$ cat src/rtl/assert_macros.svh
// Assertion macros shared by the radius leader clustering RTL.
// Assertions are compiled in simulation and drop out when SYNTHESIS is defined.
`ifndef ASSERT_MACROS_SVH
`define ASSERT_MACROS_SVH
`ifndef SYNTHESIS
// Property that must hold at every clock edge outside reset.
`define RLC_ASSERT(name, clk, rst_n, prop) \
    name: assert property (@(posedge clk) disable iff (!rst_n) prop) \
        else $error("assertion %m failed");
// Condition that must never be true at a clock edge outside reset.
`define RLC_ASSERT_NEVER(name, clk, rst_n, expr) \
    name: assert property (@(posedge clk) disable iff (!rst_n) !(expr)) \
        else $error("assertion %m failed");
`else
`define RLC_ASSERT(name, clk, rst_n, prop)
`define RLC_ASSERT_NEVER(name, clk, rst_n, expr)
`endif
`endif

$ cat src/rtl/rlc_pkg.sv
// Package for the radius leader clustering core: sizes, register indexes and
// the command and status structs between controller and datapath. No dependencies.
package rlc_pkg;

    // Sizing of the node store and coordinates.
    localparam int MAX_NODES = 64;
    localparam int COORD_BITS = 16;
    localparam int MAX_DIMS = 3;

    localparam int IDX_W = $clog2(MAX_NODES);
    localparam int CNT_W = $clog2(MAX_NODES + 1);
    localparam int POS_W = MAX_DIMS * COORD_BITS;
    localparam int LABEL_W = IDX_W + 1;

    // Fixed field widths of the ports.
    localparam int FIELD_COORD_W = 16;
    localparam int RADIUS_W = 17;
    localparam int DIMS_W = 2;
    localparam int NODE_INDEX_W = 6;
    localparam int CLUSTER_W = 6;
    localparam int S_TDATA_W = 3 * FIELD_COORD_W;
    localparam int M_FIELDS_W = NODE_INDEX_W + CLUSTER_W + 2;
    localparam int M_TDATA_W = ((M_FIELDS_W + 7) / 8) * 8;
    localparam int M_PAD_W = M_TDATA_W - M_FIELDS_W;

    // Distance arithmetic widths.
    localparam int MAG_W = COORD_BITS + 1;
    localparam int SQ_W = 2 * MAG_W;
    localparam int SUM_W = SQ_W + 2;
    localparam int R2_W = 2 * RADIUS_W;
    localparam int CMP_W = (SUM_W > R2_W) ? SUM_W : R2_W;

    // Configuration port.
    localparam int CFG_INDEX_W = 1;
    localparam int CFG_DATA_W = RADIUS_W;
    localparam logic [CFG_INDEX_W-1:0] REG_CLUSTER_RADIUS = 1'b0;
    localparam logic [CFG_INDEX_W-1:0] REG_DIMS_IN_USE = 1'b1;
    localparam logic [DIMS_W-1:0] DIMS_RESET = 2'd2;

    // Commands from the controller to the datapath.
    typedef struct packed {
        logic             load_wr;
        logic             valid_clear;
        logic             head_set;
        logic             pos_rd;
        logic             head_load;
        logic             scan_issue;
        logic             lbl_rd;
        logic             out_load;
        logic             out_last;
        logic             out_ovf;
        logic [IDX_W-1:0] addr;
        logic [IDX_W-1:0] cluster;
    } rlc_cmd_t;

    // Status from the datapath to the controller.
    typedef struct packed {
        logic addr_valid;
        logic pipe_busy;
        logic out_free;
    } rlc_status_t;

endpackage

$ cat src/rtl/rlc_controller.sv
// Controller of the radius leader clustering core: load, head search, scan,
// drain and result phases. Depends on rlc_pkg and assert_macros.svh.
`include "assert_macros.svh"

module rlc_controller (
    input  logic                 aclk,
    input  logic                 aresetn,
    input  logic                 s_tvalid,
    output logic                 s_tready,
    input  logic                 s_tlast,
    input  rlc_pkg::rlc_status_t status,
    output rlc_pkg::rlc_cmd_t    cmd
);

    import rlc_pkg::*;

    typedef enum logic [6:0] {
        ST_LOAD     = 7'b0000001,
        ST_HEAD_CHK = 7'b0000010,
        ST_HEAD_LAT = 7'b0000100,
        ST_SCAN     = 7'b0001000,
        ST_DRAIN    = 7'b0010000,
        ST_OUT_RD   = 7'b0100000,
        ST_OUT_LOAD = 7'b1000000
    } rlc_state_t;

    rlc_state_t       state_reg, state_next;
    logic [CNT_W-1:0] cnt_reg, cnt_next;
    logic             ovf_reg, ovf_next;
    logic [CNT_W-1:0] i_reg, i_next;
    logic [CNT_W-1:0] j_reg, j_next;
    logic [IDX_W-1:0] cc_reg, cc_next;

    // Next-state and command decode.
    always_comb begin
        state_next  = state_reg;
        cnt_next    = cnt_reg;
        ovf_next    = ovf_reg;
        i_next      = i_reg;
        j_next      = j_reg;
        cc_next     = cc_reg;
        s_tready    = 1'b0;
        cmd         = '0;
        cmd.cluster = cc_reg;
        cmd.addr    = i_reg[IDX_W-1:0];

        unique case (state_reg)
            ST_LOAD: begin
                s_tready = 1'b1;
                cmd.addr = cnt_reg[IDX_W-1:0];
                if (s_tvalid) begin
                    if (cnt_reg < CNT_W'(MAX_NODES)) begin
                        cmd.load_wr = 1'b1;
                        cnt_next    = cnt_reg + CNT_W'(1);
                    end else begin
                        ovf_next = 1'b1;
                    end
                    if (s_tlast) begin
                        cmd.valid_clear = 1'b1;
                        i_next          = '0;
                        cc_next         = '0;
                        state_next      = ST_HEAD_CHK;
                    end
                end
            end
            ST_HEAD_CHK: begin
                if (i_reg == cnt_reg) begin
                    i_next     = '0;
                    state_next = ST_OUT_RD;
                end else if (status.addr_valid) begin
                    i_next = i_reg + CNT_W'(1);
                end else begin
                    cmd.head_set = 1'b1;
                    cmd.pos_rd   = 1'b1;
                    state_next   = ST_HEAD_LAT;
                end
            end
            ST_HEAD_LAT: begin
                cmd.head_load = 1'b1;
                j_next        = i_reg + CNT_W'(1);
                state_next    = ST_SCAN;
            end
            ST_SCAN: begin
                cmd.addr = j_reg[IDX_W-1:0];
                if (j_reg == cnt_reg) begin
                    state_next = ST_DRAIN;
                end else begin
                    cmd.scan_issue = 1'b1;
                    cmd.pos_rd     = 1'b1;
                    j_next         = j_reg + CNT_W'(1);
                end
            end
            ST_DRAIN: begin
                if (!status.pipe_busy) begin
                    cc_next    = cc_reg + IDX_W'(1);
                    i_next     = i_reg + CNT_W'(1);
                    state_next = ST_HEAD_CHK;
                end
            end
            ST_OUT_RD: begin
                if (status.out_free) begin
                    cmd.lbl_rd = 1'b1;
                    state_next = ST_OUT_LOAD;
                end
            end
            ST_OUT_LOAD: begin
                cmd.out_load = 1'b1;
                cmd.out_ovf  = ovf_reg;
                cmd.out_last = (i_reg + CNT_W'(1) == cnt_reg);
                if (cmd.out_last) begin
                    cnt_next   = '0;
                    ovf_next   = 1'b0;
                    state_next = ST_LOAD;
                end else begin
                    i_next     = i_reg + CNT_W'(1);
                    state_next = ST_OUT_RD;
                end
            end
            default: begin
                state_next = ST_LOAD;
            end
        endcase
    end

    // State and counters.
    always_ff @(posedge aclk) begin
        if (!aresetn) begin
            state_reg <= ST_LOAD;
            cnt_reg   <= '0;
            ovf_reg   <= 1'b0;
            i_reg     <= '0;
            j_reg     <= '0;
            cc_reg    <= '0;
        end else begin
            state_reg <= state_next;
            cnt_reg   <= cnt_next;
            ovf_reg   <= ovf_next;
            i_reg     <= i_next;
            j_reg     <= j_next;
            cc_reg    <= cc_next;
        end
    end

    // The node count never passes the store depth.
    `RLC_ASSERT(a_cnt_bound, aclk, aresetn, cnt_reg <= CNT_W'(MAX_NODES))
    // The scan only visits nodes after the current head.
    `RLC_ASSERT(a_scan_after_head, aclk, aresetn, (state_reg == ST_SCAN) |-> (j_reg > i_reg))
    // A run starts from the first node with cluster number zero.
    `RLC_ASSERT(a_run_start, aclk, aresetn,
                (state_reg == ST_LOAD && s_tvalid && s_tlast) |=> (i_reg == '0 && cc_reg == '0))
    // The head index stays within the loaded set during a run.
    `RLC_ASSERT_NEVER(a_head_range, aclk, aresetn,
                      (state_reg == ST_HEAD_LAT || state_reg == ST_SCAN) && (i_reg >= cnt_reg))

endmodule

$ cat config.mk
export PLATFORM = sky130hd
export DESIGN_NAME = rlc_controller
export DESIGN_NICKNAME = d
export VERILOG_FILES = /design/src/rtl/rlc_pkg.sv /design/src/rtl/rlc_controller.sv
export VERILOG_INCLUDE_DIRS = /design/src /design/src/rtl
export SDC_FILE = /design/constraint.sdc
export NUM_CORES = 1
export LEC_CHECK = 0
export ABC_CLOCK_PERIOD_IN_PS = 6100
export BUFFER_PORTS_ARGS = -buffer_cell sky130_fd_sc_hd__buf_2
export CORE_ASPECT_RATIO = 1.5
export CORE_MARGIN = 2
export CORE_UTILIZATION = 29
export DETAILED_ROUTE_END_ITERATION = 8
export SLEW_MARGIN = 0
export SYNTH_ARGS = -nofsm -noshare
export SYNTH_HDL_FRONTEND = slang
export SYNTH_SLANG_ARGS = --single-unit
$ cat constraint.sdc
create_clock -name aclk -period 6.1 [get_ports aclk]
set_input_delay 0.61 -clock aclk [delete_from_list [all_inputs] [get_ports aclk]]
set_output_delay 0.61 -clock aclk [all_outputs]
set_load 0.01 [all_outputs]
==> summary.md, run 1 <==
| Metric | Value |
|---|---|
| Leading area contributor after synthesis | `dfxtp_1` |
| Avg Cell Area, Syn | `8.33 um2` |
| I/O pin cnt | `30` |
| Peak supply drop | `0.109 mV` |
| Hold buffers post-CTS | `0` |
| Maximum fanout along the worst path | `9` |
| Die Y | `120 um` |
| First-pass GRT wire length | `11.1 mm` |
| PostCTS Resize Cnt | `0` |
| Die area | `9720 um2` |
| Logic gate share of total power | `34.3%` |
| Chip width | `81.2 um` |
| Most frequent cells in the layout | `nand2_1, dfxtp_1, buf_2, o21ai_0, nor2_1` |
| Max frequency | `approximately 0.34 GHz` |
| Share of synthesized registers carrying an async set or reset | `0%` |
| Area grow syn2layout | `12.0%` |
| Htree depth | `2` |
| Layout cells sized above 1 | `19.4%` |
| Worst Hold Class | `register to register` |
| Synth Register Bits | `35` |
| Mapped cell area | `2590 um2` |
| Unrepaired setup endpoints after global routing | `no` |
| Commonest non-fill, non-tap cell in the layout | `nand2_1` |
| Post-synth cell types | `71` |
| Clock transition at path regs | `60 ps` |
| ANT nets after route | `0` |
| Setup ws final | `around 3200 ps` |
| Slew Viols, Final | `0` |
| Synthesized Nets | `322` |
| Worst Setup Path Type | `register to output port` |
| CP arrival | `2300 ps` |
| CTS tree | `yes` |
| Via count | `~2300` |
| Period utilization | `47.8%` |
| Worst-skew pair later-pin latency | `between 200 and 300 ps` |
| Pwr Density | `294 nW/um2` |
| Initial core utilization | `29.5%` |
| Vias/cell | `5.23` |
| DR WL/cell | `15.9 um` |
| Antenna violations before repair | `0` |
| Rows | `42` |
| Final setup viols | `0` |
| Num CTS Buffers | `5` |
| DRT Pass-1 Iters | `4` |
| Setup TNS | `0 ps` |
| Port Buffer Count | `29` |
| Outcome | `finished clean` |
| Clock root buffer | `clkbuf_16` |
| # nets final | `roughly 340` |
| Total track usage | `15.1%` |
| Starting DRT DRC Count | `77` |
| Crit path launch type | `register` |
| Largest net degree at the start of global routing | `32` |
| Part of the power in registers | `31.2%` |
| Area contributors post-synth | `dfxtp_1, nand2_1, xnor2_1` |
| GR Overflow Total | `0` |
| # diodes | `0` |
| DRT Wirelength | `6.92 mm` |
| CTS Buffer Depth | `2` |
| Placer Congestion | `0.844` |
| Final Hold Vio Count | `0` |
| Number of post-CTS setup repair buffers | `0` |
| Pin slew with the least headroom to its limit | `571 ps` |
| Synth Instances | `approximately 310` |
| Leakage | `around 1.2 nW` |
| Core Region | `8780 um2` |
| Primary FF master, synth | `dfxtp_1` |
| Ys Warns | `0` |
| Max-cap violation count | `0` |
| Crit. End Element | `output port` |
| Int Pwr | `0.000546 W` |
| Clock power share | `between 30 and 40%` |
| Vias in the first global route | `2176` |
| Post-DP HPWL | `5.31 mm` |
| Net switching power | `0.000308 W` |
| Post-synth EDFFs | `0` |
| Post-place setup slack | `3480 ps` |
| # DRC | `0` |
| Share of the synthesized area in the top cell type | `a little over a quarter` |
| Clock sink count | `35` |
| CP required | `5490 ps` |
| Net Sw Frac | `36.1%` |
| Fin Clk Skew | `6.37 ps` |
| Final Critical Period | `around 2900 ps` |
| Max-slew headroom | `between 60% and 70%` |
| Post-synthesis sequential area ratio | `a little over a quarter` |
metal layers:
layer  global-route usage [%]  wire (um)
met3                     2.26        260
met4                     7.94        237
met1                     16.1       2680
met5                        0          0
met2                     27.7       3740
cell type report:
cell class | instances | area [um2]
tap | 110 | 138
multi-input combinational | 247 | 1730
clock buffer | 5 | 125
inverter | 6 | 23.8
fill | 932 | 5870
clock inverter | 3 | 43.8
timing repair buffer | 29 | 145
sequential | 35 | 701
worst paths after layout:
check | start | end | slack, ps | cells after the start
hold / removal | cc_reg[5] | cc_reg[5] | 520 | 2
setup reg to reg | i_reg[0] | i_reg[2] | 3720 | 7
setup / recovery | i_reg[0] | cmd[13] | 3190 | 7
hold reg to reg | cc_reg[5] | cc_reg[5] | 520 | 2
per-stage QoR:
step	hold WS [ps]	power, W	area [um2]	util [%]	cells
6_report	520	0.000854	2900	33.1	435
5_1_grt	531	0.000899	2900	33.1	435
4_1_cts	522	0.000865	2900	33.1	435
3_5_place_dp	507	0.000568	2730	31.1	427
3_3_place_gp	489	0.000565	2730	31.1	427
2_1_floorplan	480	0.000499	2590	-	311
synth_stat cells (4+ instances only):
master    instances
ha_1              4
buf_2             5
buf_4             4
nand3_1          12
and2_1            8
nor2_1           17
buf_6             4
clkbuf_1          8
inv_1             5
nor3_1            8
and3_1            8
o22ai_1           5
nand2_1          38
o21ai_0          21
xor2_1           10
nand3b_1          6
nor2b_1           6
dfxtp_1          35
a21oi_1          15
xnor2_1          14
or3_1             5
a22oi_1           7
cells by family (layout without fill, tap and decap cells):
family / after synthesis / count (layout) / share of synthesized area (%)
AO/OA/AOI/OAI: 74 / 74 / 19.7
XOR/XNOR: 27 / 27 / 10.2
adder cells (fa/ha/maj): 4 / 4 / 1.93
buffers and inverters: 29 / 43 / 6.33
flip-flops: 35 / 35 / 27.1
multiplexers: 2 / 2 / 0.773
AND/OR/NAND/NOR: 140 / 140 / 34.0
worst max-delay path: stages, from the launching register on:
cell     delay (ps)
dfxtp_1         470
ha_1            370
nand3_1         180
xnor2_1         190
xnor2_1         320
nand3_1         180
nor2_1          160
buf_2           160
power by group through the flow:
stage | clock network (W) | logic (W) | registers [W]
2_1_floorplan | 0 | 0.000242 | 0.000257
3_3_place_gp | 0 | 0.000294 | 0.000271
3_5_place_dp | 0 | 0.000296 | 0.000272
4_1_cts | 0.000300 | 0.000297 | 0.000267
5_1_grt | 0.000308 | 0.000322 | 0.000270
6_report | 0.000295 | 0.000293 | 0.000266
(Power assumes the default switching activity.)
==> run 2, diff against run 1 <==
- ABC_CLOCK_PERIOD_IN_PS: 6100 -> 2500
- clock period: 6.1 -> 2.5 ns (I/O delays scaled with it)
==> run 2 against run 1 <==
Effect of this change:
- critical path depth down 2
- clock-buffer cell count up 1
- design area is 5.6% higher
- total power rose to 2.5 times the previous value
- routed wire length grew 6.1%
- combinational power rose to 2.7 times the previous value
- largest cell class unchanged
- core utilization rose by 1.9 points
- flip-flop and latch count unchanged
==> summary.md, run 2 (synthesized netlist as in run 1, its figures left out) <==
| Metric | Value |
|---|---|
| Outcome | `finished clean` |
| Antenna violations before repair | `0` |
| Setup ws final | `153 ps` |
| Clock power share | `roughly a third` |
| Slew Viols, Final | `0` |
| CP peak stage delay | `600 ps` |
| Unrepaired setup endpoints after global routing | `no` |
| Max-cap violation count | `0` |
| CTS tree | `yes` |
| Post-DP HPWL | `5.61 mm` |
| DRT Wirelength | `7.34 mm` |
| Critical path cell sequence | `xor2_2, nor4_4, a41oi_4, or2_2, buf_2` |
| CP arrival | `about 2100 ps` |
| Layout cells sized above 1 | `25.4%` |
| Largest net degree at the start of global routing | `20` |
| Maximum fanout along the worst path | `8` |
| Hold depth | `3` |
| Die Y | `120 um` |
| Rows | `42` |
| First-pass GRT wire length | `12.1 mm` |
| Total power | `0.00217 W` |
| DRT Pass-1 Iters | `4` |
| Fin util | `34.9%` |
| Fill cells | `slightly above 900` |
| Initial core utilization | `29.5%` |
| Final Hold Vio Count | `0` |
| Slowest CP cell | `dfxtp_1` |
| Pin slew with the least headroom to its limit | `567 ps` |
| Part of the power in registers | `slightly below 30%` |
| # nets final | `349` |
| DR WL/cell | `16.3 um` |
| Worst Hold Class | `input pin to register` |
| Storage element area | `706 um2` |
| Post-place setup slack | `181 ps` |
| Final Critical Period | `between 2000 and 2500 ps` |
| Via count | `2332` |
| Starting DRT DRC Count | `103` |
| CTS Buffer Depth | `2` |
| Placer Congestion | `0.865` |
| Number of post-CTS setup repair buffers | `0` |
| # DRC | `0` |
| Pwr Density | `709 nW/um2` |
| Die area | `9720 um2` |
| # diodes | `0` |
| Clock root buffer | `clkbuf_16` |
| Worst-skew pair later-pin latency | `290 ps` |
| Logic gate share of total power | `36.2%` |
| Htree depth | `2` |
| Num CTS Buffers | `5` |
| Int Pwr | `0.00140 W` |
| Setup TNS | `0 ps` |
| Multi-input gate area | `1770 um2` |
| Peak supply drop | `approximately 0.27 mV` |
| Core Region | `8780 um2` |
| Crit. End Element | `output port` |
| I/O pin cnt | `30` |
| Net switching power | `0.000775 W` |
| Period utilization | `a little over nine tenths` |
| Port Buffer Count | `29` |
| Net Sw Frac | `35.7%` |
| Leakage | `1.25 nW` |
| Total track usage | `between 15 and 20%` |
| Worst Setup Path Type | `register to output port` |
| Final setup viols | `0` |
| Max-slew headroom | `slightly above 60%` |
| Most frequent cells in the layout | `nand2_1, dfxtp_1, buf_2, o21ai_0, nor2_1` |
| Clock sink count | `35` |
| Hold buffers post-CTS | `0` |
| Crit path launch type | `register` |
| Fin Clk Skew | `6.21 ps` |
| ANT nets after route | `0` |
| Max frequency | `0.426 GHz` |
| CP required | `approximately 2300 ps` |
| Clock transition at path regs | `roughly 60 ps` |
| Area grow syn2layout | `18.3%` |
| Vias/cell | `5.19` |
| Reg2reg path depth | `6` |
| Hold WS | `328 ps` |
| Chip width | `81.2 um` |
| GR Overflow Total | `0` |
| Vias in the first global route | `between 2000 and 2500` |
| Commonest non-fill, non-tap cell in the layout | `nand2_1` |
==> run 2: cell count changes in the layout (fill, tap and decap cells not counted), moves of 2 or more <==
cell	previous run	this run
buf_4	0	14
dfxtp_1	35	31
dfxtp_2	0	4
xnor2_1	14	12
xnor2_2	0	2
==> run 2: per-layer routing <==
| metal | global-route usage [%] | up-vias | part of all wire (%) |
|---|---|---|---|
| met1 | 18.5 | 1107 | 41 |
| met3 | 2.93 | 12 | 3.0 |
| li1 | - | 1169 | - |
| met2 | 29.2 | 44 | 52 |
| met4 | 7.84 | 0 | 3.3 |
| met5 | 0 | - | 0 |
==> run 2: final timing paths <==
kind / startpoint / end / slack (ps)
worst max-delay path: cnt_reg[4] / cmd[18] / 150
worst max register to register: cnt_reg[4] / state_reg[0] / 350
worst min-delay path: aresetn / i_reg[1] / 330
worst min register to register: i_reg[1] / i_reg[1] / 520
==> run 2: timing repair <==
action | CTS | global route
pin swaps | 0 | 1
endpoints found under the hold margin | 0 | 0
cloned | 0 | 0
setup endpoints to repair | 1 | 4
gates resized for setup | 3 | 9
==> run 2: power groups by stage <==
stage | combinational (W) | clock, W | sequential [W]
floorplan | 0.000590 | 0 | 0.000627
global placement | 0.000772 | 0 | 0.000646
detailed placement | 0.000777 | 0 | 0.000648
CTS | 0.000780 | 0.000763 | 0.000635
global route | 0.000869 | 0.000784 | 0.000644
finish | 0.000786 | 0.000751 | 0.000635
==> run 2: area by class of cell <==
type,instances,share of cell area [%]
inverter,6,0.776
clock inverter,2,1.14
multi-input combinational,247,57.9
sequential,35,23.0
clock buffer,6,4.53
tap,110,4.49
timing repair buffer,43,8.17
==> run 2: worst max-delay path, delay by kind of cell (launching register included) <==
kind	cells	cell delay, ps
compound gates	1	220
xor+xnor	1	160
simple gates	2	680
buf+inv	1	140
flops	1	600
==> run 2: per-stage QoR <==
stage               cells  instance area, um2
floorplan             311                2590
global placement      441                2840
detailed placement    441                2840
CTS                   449                3030
global route          449                3060
finish                449                3060
==> run 3, diff against run 2 <==
- BUFFER_PORTS_ARGS: -buffer_cell sky130_fd_sc_hd__buf_2 -> -buffer_cell sky130_fd_sc_hd__clkbuf_2
==> run 3 against run 2 <==
Effect of this change:
- sequential share of layout area fell by 0.14 points
- largest power group is now clock
- largest cell class unchanged
- clock power rose by 9.3%
- global-route usage rose by 0.082 points
- final cell count fell by 0.22%
- critical endpoint is now cmd[13]
- routed wire length rose by 0.76%
==> summary.md, run 3 (synthesized netlist as in run 1, its figures left out) <==
| Metric | Value |
|---|---|
| Core Region | `between 8000 and 9000 um2` |
| # diodes | `0` |
| Most frequent cells in the layout | `nand2_1, dfxtp_1, clkbuf_2, o21ai_0, nor2_1` |
| First-pass GRT wire length | `12.2 mm` |
| Period utilization | `96.4%` |
| Clock transition at path regs | `roughly 60 ps` |
| Num CTS Buffers | `5` |
| Clock sink count | `35` |
| Clock root buffer | `clkbuf_16` |
| Buffer and inverter count on the worst path | `1` |
| Fin Clk Skew | `7.40 ps` |
| Die Y | `120 um` |
| # nets final | `about 350` |
| Die area | `9720 um2` |
| Worst Hold Class | `input pin to register` |
| Crit path launch type | `register` |
| Max-cap violation count | `0` |
| # DRC | `0` |
| Worst-skew pair later-pin latency | `290 ps` |
| Pwr Density | `732 nW/um2` |
| Peak supply drop | `0.278 mV` |
| Multi-input gate area | `around 1800 um2` |
| Non-Filler Instances | `about 450` |
| Post-place setup slack | `roughly 220 ps` |
| Final Critical Period | `approximately 2400 ps` |
| Placer Congestion | `0.872` |
| Starting DRT DRC Count | `123` |
| R2R Setup Slk | `320 ps` |
| I/O pin cnt | `30` |
| Inst Count DP | `440` |
| Htree depth | `2` |
| Final setup viols | `0` |
| Max-slew headroom | `65.7%` |
| Worst Setup Path Type | `register to output port` |
| Via count | `2387` |
| Chip width | `81.2 um` |
| Leakage | `~1.2 nW` |
| GR Overflow Total | `0` |
| Pin slew with the least headroom to its limit | `508 ps` |
| Hold buffers post-CTS | `0` |
| CP required | `2250 ps` |
| Initial core utilization | `29.5%` |
| Fill cells | `908` |
| Final Hold Vio Count | `0` |
| Crit. End Element | `output port` |
| Setup TNS | `0 ps` |
| Port Buffer Count | `29` |
| Hold WS | `367 ps` |
| ANT nets after route | `0` |
| Antenna violations before repair | `0` |
| DR WL/cell | `~17 um` |
| Slowest CP cell | `dfxtp_1` |
| Fin util | `roughly a third` |
| Maximum fanout along the worst path | `7` |
| DRT Pass-1 Iters | `4` |
| Commonest non-fill, non-tap cell in the layout | `nand2_1` |
| CP peak stage delay | `500 ps` |
| Vias in the first global route | `2370` |
| Number of post-CTS setup repair buffers | `0` |
| Post-DP HPWL | `5.66 mm` |
| Critical path cell sequence | `and3_1, and3_1, xor2_2, nand3_1, nor2_1, clkbuf_2` |
| Setup ws final | `90.2 ps` |
| Area grow syn2layout | `18.4%` |
| Outcome | `finished clean` |
| Storage element area | `approximately 700 um2` |
| Critical Path Most Common Cell | `and3_1` |
| Largest net degree at the start of global routing | `31` |
| DRT Wirelength | `7.40 mm` |
| Layout cells sized above 1 | `24.0%` |
| CTS tree | `yes` |
| Max frequency | `0.415 GHz` |
| CTS Buffer Depth | `2` |
| Crit-path leading delay family | `simple AND/OR/NAND/NOR gates` |
| Vias/cell | `about 5.3` |
| Total track usage | `16.5%` |
| Slew Viols, Final | `0` |
| Rows | `42` |
| CP arrival | `2160 ps` |
run 3: cell count changes in the layout (fill, tap and decap cells not counted), moves of 3 or more:
cell,change
dfxtp_2,-3
buf_2,-29
clkbuf_2,+29
dfxtp_1,+3
run 3: final cells by class:
cell class / instances / share of cell area, %
inverter: 6 / 0.775
clock buffer: 5 / 4.08
clock inverter: 3 / 2.20
timing repair buffer: 42 / 7.92
tap: 110 / 4.49
multi-input combinational: 247 / 57.7
sequential: 35 / 22.9
run 3: what timing repair did:
action / in CTS / in global routing
pin swaps: 0 / 0
resized for setup: 2 / 5
setup endpoints to repair: 1 / 1
run 3: worst reg2reg max path: stages (launching register included):
cell     delay (ps)
dfxtp_1         350
or4_4           590
nor2_4          130
and2_1          320
and4_1          450
nor3_1          110
o22ai_1         170
run 3: power breakdown:
part	switching [W]	internal (W)	leakage (nW)
sequential	0.0000539	0.000585	0.283
clock	0.000250	0.000571	0.0900
combinational	0.000475	0.000309	0.855
total	0.000779	0.00147	1.23
run 3: final timing paths:
kind,from,cells past startpoint,endpoint
worst min register to register,cc_reg[2],2,cc_reg[2]
worst max register to register,state_reg[2],6,i_reg[2]
worst min-delay path,s_tvalid,3,ovf_reg
worst max-delay path,i_reg[3],6,cmd[13]
run 3: per-stage QoR:
| stage | total power, W | instance area [um2] |
|---|---|---|
| final | 0.00224 | 3070 |
| after global routing | 0.00236 | 3070 |
| after CTS | 0.00225 | 3030 |
| after global placement | 0.00142 | 2830 |
| after floorplan | 0.00122 | 2590 |
| after detailed placement | 0.00142 | 2830 |
run 3: routing by layer:
metal	track usage, %	vias up	wire length (um)
met2	28.5	72	3880
met3	2.33	18	308
met5	0	-	0
li1	-	1168	-
met4	10.5	0	384
met1	18.6	1129	2820
